File: config.mk
export PLATFORM = sky130hd
export DESIGN_NAME = bfk_front_flat
export DESIGN_NICKNAME = d
export VERILOG_FILES = /design/src/rtl/bfk_pkg.sv /design/src/rtl/bfk_if.sv /design/src/rtl/bfk_front.sv /design/src/flat_wrapper.sv
export SDC_FILE = /design/constraint.sdc
export NUM_CORES = 1
export LEC_CHECK = 0
export CAP_MARGIN = 20
export CELL_PAD_IN_SITES_DETAIL_PLACEMENT = 0
export CELL_PAD_IN_SITES_GLOBAL_PLACEMENT = 2
export CORE_ASPECT_RATIO = 0.6
export CORE_MARGIN = 2
export CORE_UTILIZATION = 45
export CTS_BUF_LIST = sky130_fd_sc_hd__clkbuf_8
export DETAILED_ROUTE_END_ITERATION = 7
export DONT_BUFFER_PORTS = 1
export GPL_TIMING_DRIVEN = 0
export PLACE_DENSITY_LB_ADDON = 0.25
export SYNTH_ARGS = -nofsm -noshare
export SYNTH_HDL_FRONTEND = slang
export SYNTH_SLANG_ARGS = --single-unit
export TNS_END_PERCENT = 10
File: constraint.sdc
create_clock -name clk -period 9.15 [get_ports clk]
set_input_delay 0.4575 -clock clk [delete_from_list [all_inputs] [get_ports clk]]
set_output_delay 0.4575 -clock clk [all_outputs]
set_load 0.01 [all_outputs]
File: src/rtl/bfk_pkg.sv
// ----------------------------------------------------------------------------
// bfk_pkg: shared types and constants for the Feistel cipher block
// Field widths, modes, round count and the queue entry type.
// ----------------------------------------------------------------------------
package bfk_pkg;
  localparam int ROUNDS        = 16;
  localparam int MAX_KEY_WORDS = 18;
  localparam int P_WORDS       = 18;
  localparam int S_WORDS       = 1024;
  localparam int LAST_TABLE_IX = 1041;
  localparam int PW = $clog2(P_WORDS);
  localparam int SW = $clog2(S_WORDS);
  localparam int KW = $clog2(MAX_KEY_WORDS);
  localparam int RW = $clog2(ROUNDS + 2);

  localparam logic [1:0] MODE_LOAD_TABLE = 2'd0;
  localparam logic [1:0] MODE_LOAD_KEY   = 2'd1;
  localparam logic [1:0] MODE_EXPAND     = 2'd2;
  localparam logic [1:0] MODE_ENCRYPT    = 2'd3;

  localparam logic KIND_EXPAND_DONE = 1'b0;
  localparam logic KIND_CIPHER      = 1'b1;

  typedef struct packed {
    logic [1:0]  mode;
    logic [10:0] table_index;
    logic [31:0] load_word;
    logic [31:0] left_half;
    logic [31:0] right_half;
  } bfk_in_t;

  typedef struct packed {
    logic        result_kind;
    logic [31:0] left_out;
    logic [31:0] right_out;
  } bfk_out_t;

  // classified command handed from front to back
  typedef struct packed {
    logic [1:0]  mode;
    logic        p_wr;
    logic        s_wr;
    logic        k_wr;
    logic [SW-1:0] addr;
    logic [31:0] word;
    logic [31:0] left;
    logic [31:0] right;
  } bfk_cmd_t;
endpackage

File: src/rtl/bfk_if.sv
// ----------------------------------------------------------------------------
// bfk_if: valid/ready channel interfaces
// Input, result and configuration channels.
// ----------------------------------------------------------------------------
interface bfk_in_if import bfk_pkg::*; ();
  logic    valid;
  logic    ready;
  bfk_in_t data;
  modport source (output valid, output data, input ready);
  modport sink   (input valid, input data, output ready);
endinterface


File: src/rtl/bfk_front.sv
// ----------------------------------------------------------------------------
// bfk_front: input classifier and command queue
// Decodes mode and index range, queues commands two deep for the back end.
// ----------------------------------------------------------------------------
module bfk_front import bfk_pkg::*; (
  input  logic     clk,
  input  logic     rst_n,
  bfk_in_if.sink   in_ch,
  output logic     cmd_valid,
  output bfk_cmd_t cmd,
  input  logic     cmd_ready
);
  bfk_cmd_t  q_r [2];
  logic      wp_r, rp_r;
  logic [1:0] cnt_r;
  bfk_cmd_t  c;
  logic      push, pop;
  logic [10:0] sidx;

  always_comb begin
    sidx          = in_ch.data.table_index - 11'(P_WORDS);
    c.mode        = in_ch.data.mode;
    c.p_wr        = (in_ch.data.mode == MODE_LOAD_TABLE) &&
                    (in_ch.data.table_index < 11'(P_WORDS));
    c.s_wr        = (in_ch.data.mode == MODE_LOAD_TABLE) &&
                    (in_ch.data.table_index >= 11'(P_WORDS)) &&
                    (in_ch.data.table_index <= 11'(LAST_TABLE_IX));
    c.k_wr        = (in_ch.data.mode == MODE_LOAD_KEY) &&
                    (in_ch.data.table_index < 11'(MAX_KEY_WORDS));
    c.addr        = c.s_wr ? sidx[SW-1:0] : SW'(in_ch.data.table_index[4:0]);
    c.word        = in_ch.data.load_word;
    c.left        = in_ch.data.left_half;
    c.right       = in_ch.data.right_half;
  end

  assign in_ch.ready = (cnt_r != 2'd2);
  assign push      = in_ch.valid && in_ch.ready;
  assign cmd_valid = (cnt_r != 2'd0);
  assign cmd       = q_r[rp_r];
  assign pop       = cmd_valid && cmd_ready;

  always_ff @(posedge clk) begin
    if (push) q_r[wp_r] <= c;
    if (!rst_n) begin
      wp_r  <= 1'b0;
      rp_r  <= 1'b0;
      cnt_r <= 2'd0;
    end else begin
      if (push) wp_r <= ~wp_r;
      if (pop)  rp_r <= ~rp_r;
      cnt_r <= cnt_r + 2'(push) - 2'(pop);
    end
  end
endmodule

File: src/flat_wrapper.sv
// flat-port wrapper written by rule: the top's interface ports become plain ports
module bfk_front_flat import bfk_pkg::*;
  (clk, rst_n, cmd_valid, cmd, cmd_ready, in_ch_valid, in_ch_data, in_ch_ready);
  bfk_in_if in_ch_i ();
  input  logic clk;
  input  logic rst_n;
  output logic cmd_valid;
  output bfk_cmd_t cmd;
  input  logic cmd_ready;
  input wire logic [$bits(in_ch_i.valid)-1:0] in_ch_valid;
  input wire logic [$bits(in_ch_i.data)-1:0] in_ch_data;
  output wire logic [$bits(in_ch_i.ready)-1:0] in_ch_ready;
  assign in_ch_i.valid = in_ch_valid;
  assign in_ch_i.data = in_ch_data;
  assign in_ch_ready = in_ch_i.ready;
  bfk_front u_core (.clk(clk), .rst_n(rst_n), .in_ch(in_ch_i), .cmd_valid(cmd_valid), .cmd(cmd), .cmd_ready(cmd_ready));
endmodule
# After elaboration in Yosys (flattened, before gate mapping)
# Memory sizes are Yosys's and may differ from the RTL's. A register that Yosys moved wholly into a read port is not among the register bits.
# Cells that the tools add are included.
# Widths: inputs -> output; s select.
[word_totals] latchBits=0 rom_bits=0 register_bits=4 n_memories=1 ram_bits=222 output_inout_bits=113
[mem_list] name="u_core.q_r" words=2 word_bits=111 rd=1 rd_ports_with_merged_regs=1 write_ports=1 line_no="bfk_front.sv:13" rtl="bfk_cmd_t q_r [2];"
[op_classes] reduce_logical=8 n_mux=5 bitwise_logic=2 shift=0 n_eq_ne=2 n_mul=0 n_lt_le_gt_ge=3 add_sub_neg=3 div_mod_pow=0
[op_table] operator="$ge 11x5->1 const B" n=1
[op_table] operator="$le 11x11->1 const B" n=1
[op_table] operator="$lt 11x5->1 const B" n=1
[op_table] operator="$mux 10" n=1
[op_table] operator="$sub 10x5->10 const B" n=1
[op_table] operator="$logic_and 1x1->1" n=6
[op_table] operator="$mux 1" n=4
[op_table] operator="$add 2x1->2" n=1
[op_table] operator="$eq 2x1->1 const B" n=1
[op_table] operator="$logic_not 2->1" n=1
[op_table] operator="$ne 2x2->1 const B" n=1
[op_table] operator="$not 1->1" n=2
[op_table] operator="$reduce_bool 2->1" n=1
[op_table] operator="$sub 2x1->2" n=1

# Logic depth before layout (Yosys ltp)
[logic_depth] ltp_word=4 depth_mapped=8 depth_no_buf=8

# Worst setup path after synthesis
# No wires, ideal clock.
[synth_path] kind="register -> register" startpoint="reg u_core.cnt_r[0]" endpoint="mem u_core.q_r[0][0] (netlist name) (enable)" slack_ps=3346 path_stages_with_launch=5 setup_time_ps=583 t_arrival_ps=5221 required_ps=8567 synth_period_minus_slack_ps=5804 cell_sequence="dfxtp_1 > inv_1 > nand2_1 > nand2_1 > nor2_1"
[synth_via] elab_chain_cells=4
[synth_rtl] element="start: declaration" line_no="bfk_front.sv:15" rtl="logic [1:0] cnt_r;"
[synth_rtl] element="start signal: assignment" line_no="bfk_front.sv:51" rtl="cnt_r <= cnt_r + 2'(push) - 2'(pop);"
[synth_rtl] element="$ne 2x2->1" line_no="bfk_front.sv:36" rtl="assign in_ch.ready = (cnt_r != 2'd2);"
[synth_rtl] element="net in_ch_ready" line_no="flat_wrapper.sv:12" rtl="output wire logic [$bits(in_ch_i.ready)-1:0] in_ch_ready;"
[synth_rtl] element="$logic_and 1x1->1" line_no="bfk_front.sv:37" rtl="assign push = in_ch.valid && in_ch.ready;"
[synth_rtl] element="$mux 1" line_no="bfk_front.sv:43" rtl="if (push) q_r[wp_r] <= c;"
[synth_rtl] element="$mux 1 (not written as such)" line_no="bfk_front.sv:43"
[synth_rtl] element="end: declaration" line_no="bfk_front.sv:13"
# The timed path passes the listed nets, and every way through them passes these cells.

==> summary.md <==
| Metric | Value |
|---|---|
| Clock insertion delay at the later pin of the skew report | `0.49 ns` |
| GP Congestion | `~0.77` |
| Hold Buf Count CTS | `0` |
| Maximum fanout encountered on the critical timing path | `10` |
| Worst hold path class | `input pin to flop` |
| Number of sinks handled by clock tree synthesis | `~230` |
| Pin count of the biggest net entering global routing | `63` |
| Number of post-CTS setup repair buffers | `0` |
| Critical Path Sink Type | `primary output` |
| Number of global-route vias before repair | `4186` |
| RSZ-0062 raised after global routing | `no` |
| Place WS | `just under 7 ns` |
| TritonCTS clock tree | `done` |
| Sum of negative setup slack | `0 ns` |
| Placeable core region | `18300 sq um` |
| Cell-internal power | `0.00193 W` |
| Data arrival time of the worst path | `2.17 ns` |
| Net switching power | `0.000737 W` |
| Period Utilization, post-route | `~29%` |
| Post-layout instance count excluding filler cells | `723` |
| Headroom to the max-slew limit | `around 48%` |
| Max Slew Vio Count | `0` |
| Half-perimeter wire length after detailed placement | `between 10000 and 15000 microns` |
| Number of different library cells in the post-synthesis netlist | `32` |
| Via count | `3746` |
| Max capacitance violation total | `0` |
| Number of gates resized after CTS | `0` |
| Clock network power share | `approximately 28%` |
| Worst path slowest cell | `clkbuf_1` |
| Synthesized flop and latch total | `227` |
| Antenna violations before repair | `0` |
| Placed Instances | `662` |
| Die extent in x | `about 180 microns` |
| Number of nets still failing antenna checks after routing | `0` |
| Wire length of the first global-routing pass | `23500 microns` |
| Number of remaining DRC errors | `0` |
| Total detailed-routing wirelength | `around 16000 microns` |
| Net Count, Synth | `535` |
| Count of H-tree levels built during CTS | `2` |
| Overall routing resource usage | `15.3%` |
| Starting utilization of the core area | `46.5%` |
| Number of CTS-inserted buffers | `35` |
| Clk_skew | `~0.016 ns` |
| Proportion of power drawn by flip-flops and latches | `50.3%` |
| Detailed-router iteration count before antenna repair | `4` |
| Dpl cell area | `8920 sq um` |
| Critical path type | `flop to primary output` |
| Reg-to-reg slack, setup | `7.13 ns` |
| Sequential-to-total area share from yosys stat | `around four fifths` |
| Number of standard cells after synthesis | `418` |
| Slew @ Worst Pin | `0.775 ns` |
| Hold violation count in the final report | `0` |
| Number of vias per cell after detailed routing | `5.18` |
| Ordered cell list for the critical path | `clkbuf_1, buf_2, mux2_2` |
| Period minus WS final | `2.63 ns` |
| Post-Layout Inst Area | `9540 sq um` |
| I/O pin cnt | `226` |
| Post-synthesis instance area | `~8500 sq um` |
| Synthesis warning total | `0` |
| Clock root buffer | `clkbuf_8` |
| Required time worst endpoint | `slightly below 9 ns` |
| Power density over cell area | `279 nW/um^2` |
| Highest ir drop seen on vdd | `around 150 uV` |
| Maximum frequency from static timing analysis | `about 0.38 GHz` |
| Total global routing overflow | `0` |
| Worst stage delay on the critical path | `0.51 ns` |
| Synthesized area per cell | `20.4 sq um` |
| Average detailed-routed wire length per instance | `21.5 microns` |
| Leakage | `around 3.2 nW` |
| Outcome | `completed` |
| Number of failing setup endpoints in the final timing report | `0` |
| Rows | `38` |
| Full die area | `20100 sq um` |
| Fill cell total of the finished layout | `between 1000 and 1500` |
| Number of buffers inserted by port buffering | `0` |
| Clock transition at path regs | `0.06 ns` |
| Number of design-rule violations left by the first detailed-router iteration | `209` |
| Critical Path Start Type | `flop` |
| Antenna cell count | `0` |
| Gate family responsible for the most delay along the worst path | `buffers and inverters` |
| Final setup margin | `6.52 ns` |
| Switching share of total power | `roughly 28%` |
| Number of buffer and inverter instances along the worst setup path | `2` |
| Die outline height | `between 100 and 150 microns` |
| Fraction of layout cells with a size suffix above 1 | `36.0%` |
| Comb pwr share | `about 22%` |
| Clk buf depth | `3` |
| End-of-flow core utilization | `52.1%` |
| Synth-to-layout area growth | `12.0%` |
| Final Net Count | `roughly 580` |
## Yosys cell counts (all sizes together)
master | instances | area [sq um]
o211ai | 2 | 15.0
xnor2 | 8 | 70.1
nor3 | 1 | 5.00
a21o | 1 | 7.51
inv | 7 | 26.3
clkbuf | 3 | 11.3
nor2b | 2 | 12.5
nand2 | 7 | 33.8
o2bb2ai | 1 | 8.76
and2 | 4 | 25.0
o21a | 1 | 7.51
and3 | 2 | 12.5
nor4 | 2 | 12.5
edfxtp | 222 | 6670
and2b | 1 | 7.51
or2 | 2 | 12.5
nand3 | 2 | 10.0
a21oi | 3 | 15.0
ha | 4 | 50.1
o311a | 1 | 11.3
mux2 | 111 | 1250
nor2 | 9 | 36.3
dfxtp | 5 | 100
nand2b | 1 | 6.26
xor2 | 1 | 8.76
o31ai | 1 | 12.5
or3 | 2 | 12.5
mux2i | 1 | 10.0
buf | 9 | 45.0
nor3b | 2 | 15.0
## power by group through the flow
stage | combinational, W | sequential (W) | clock (W)
3_3_place_gp | 0.000565 | 0.00139 | 0
2_1_floorplan | 0.000452 | 0.00137 | 0
4_1_cts | 0.000592 | 0.00134 | 0.000778
3_5_place_dp | 0.000588 | 0.00136 | 0
6_report | 0.000575 | 0.00134 | 0.000749
5_1_grt | 0.000621 | 0.00135 | 0.000825
## registers in the layout, summed over array words and instances, names as in the netlist, named ones only
name and cells:
u_core.q_r 222, u_core.cnt_r 2, u_core.rp_r 1, u_core.wp_r 1
## cells by family (layout without fill, tap and decap cells)
logic type / count (synthesis) / after routing / share of synthesized area (%)
DFF: 227 / 227 / 79.4
adders and majority gates: 4 / 4 / 0.588
and+or+nand+nor: 37 / 37 / 2.37
muxes: 112 / 112 / 14.8
buffers and inverters: 19 / 84 / 0.970
AOI/OAI and AO/OA: 10 / 10 / 0.911
xor gates and xnor gates: 9 / 9 / 0.926
## metrics by stage
| stage | hold WS (ns) | total power [W] |
|---|---|---|
| global route | 0.0176 | 0.00280 |
| global placement | 0.522 | 0.00195 |
| finish | 0.0556 | 0.00266 |
| floorplan | 0.504 | 0.00182 |
| CTS | 0.0285 | 0.00271 |
| detailed placement | 0.527 | 0.00195 |
## layout make-up
class                      instances  area (sq um)  share of cell area (%)
sequential                       227          6770                    70.9
multi-input combinational        172          1680                    17.6
clock buffer                      39           537                    5.62
tap                              240           300                    3.15
clock inverter                    22          88.8                   0.931
timing repair buffer               4          87.6                   0.918
buffer                            12          56.3                   0.590
inverter                           7          26.3                   0.275
## layout by cell type (no fill, tap or decap), types with 2 or more instances in the layout
cell type / count
xnor2_1: 8
inv_1: 22
nand3_1: 2
buf_2: 9
ha_1: 4
clkinv_1: 4
nor4_1: 2
a21oi_1: 3
clkinv_2: 2
clkbuf_8: 39
nor2_1: 7
clkbuf_1: 3
nand2_1: 6
edfxtp_1: 222
and2_1: 4
or2_2: 2
buf_12: 3
dfxtp_1: 5
nor3b_1: 2
or3_1: 2
mux2_2: 111
nor2b_1: 2
o211ai_1: 2
## final timing paths
path	start	end	depth (start not counted)
setup / recovery	flop	cmd[77]	3
hold / removal	in_ch_data[77]	u_core.q_r[0][77]$_DFFE_PP_	0
setup reg to reg	u_core.cnt_r[0]$_SDFF_PN0_	u_core.q_r[1][87]$_DFFE_PP_	4
hold reg to reg	u_core.rp_r$_SDFFE_PN0P_	u_core.rp_r$_SDFFE_PN0P_	2
## layer usage
layer  wire, microns  share of wire [%]  GRT usage, %
met5               0                  0             0
met4             157                1.0          3.58
met3            2210                 14          9.70
met2            6850                 44          23.7
met1            6320                 41          18.0
## worst register-to-register path: stages (launching register included)
cell and delay (ns):
dfxtp_1 0.32, inv_1 0.05, nand2_1 0.18, and3_4 0.71
buf_16 0.38
No activity file was read; power rests on OpenSTA's default activity.
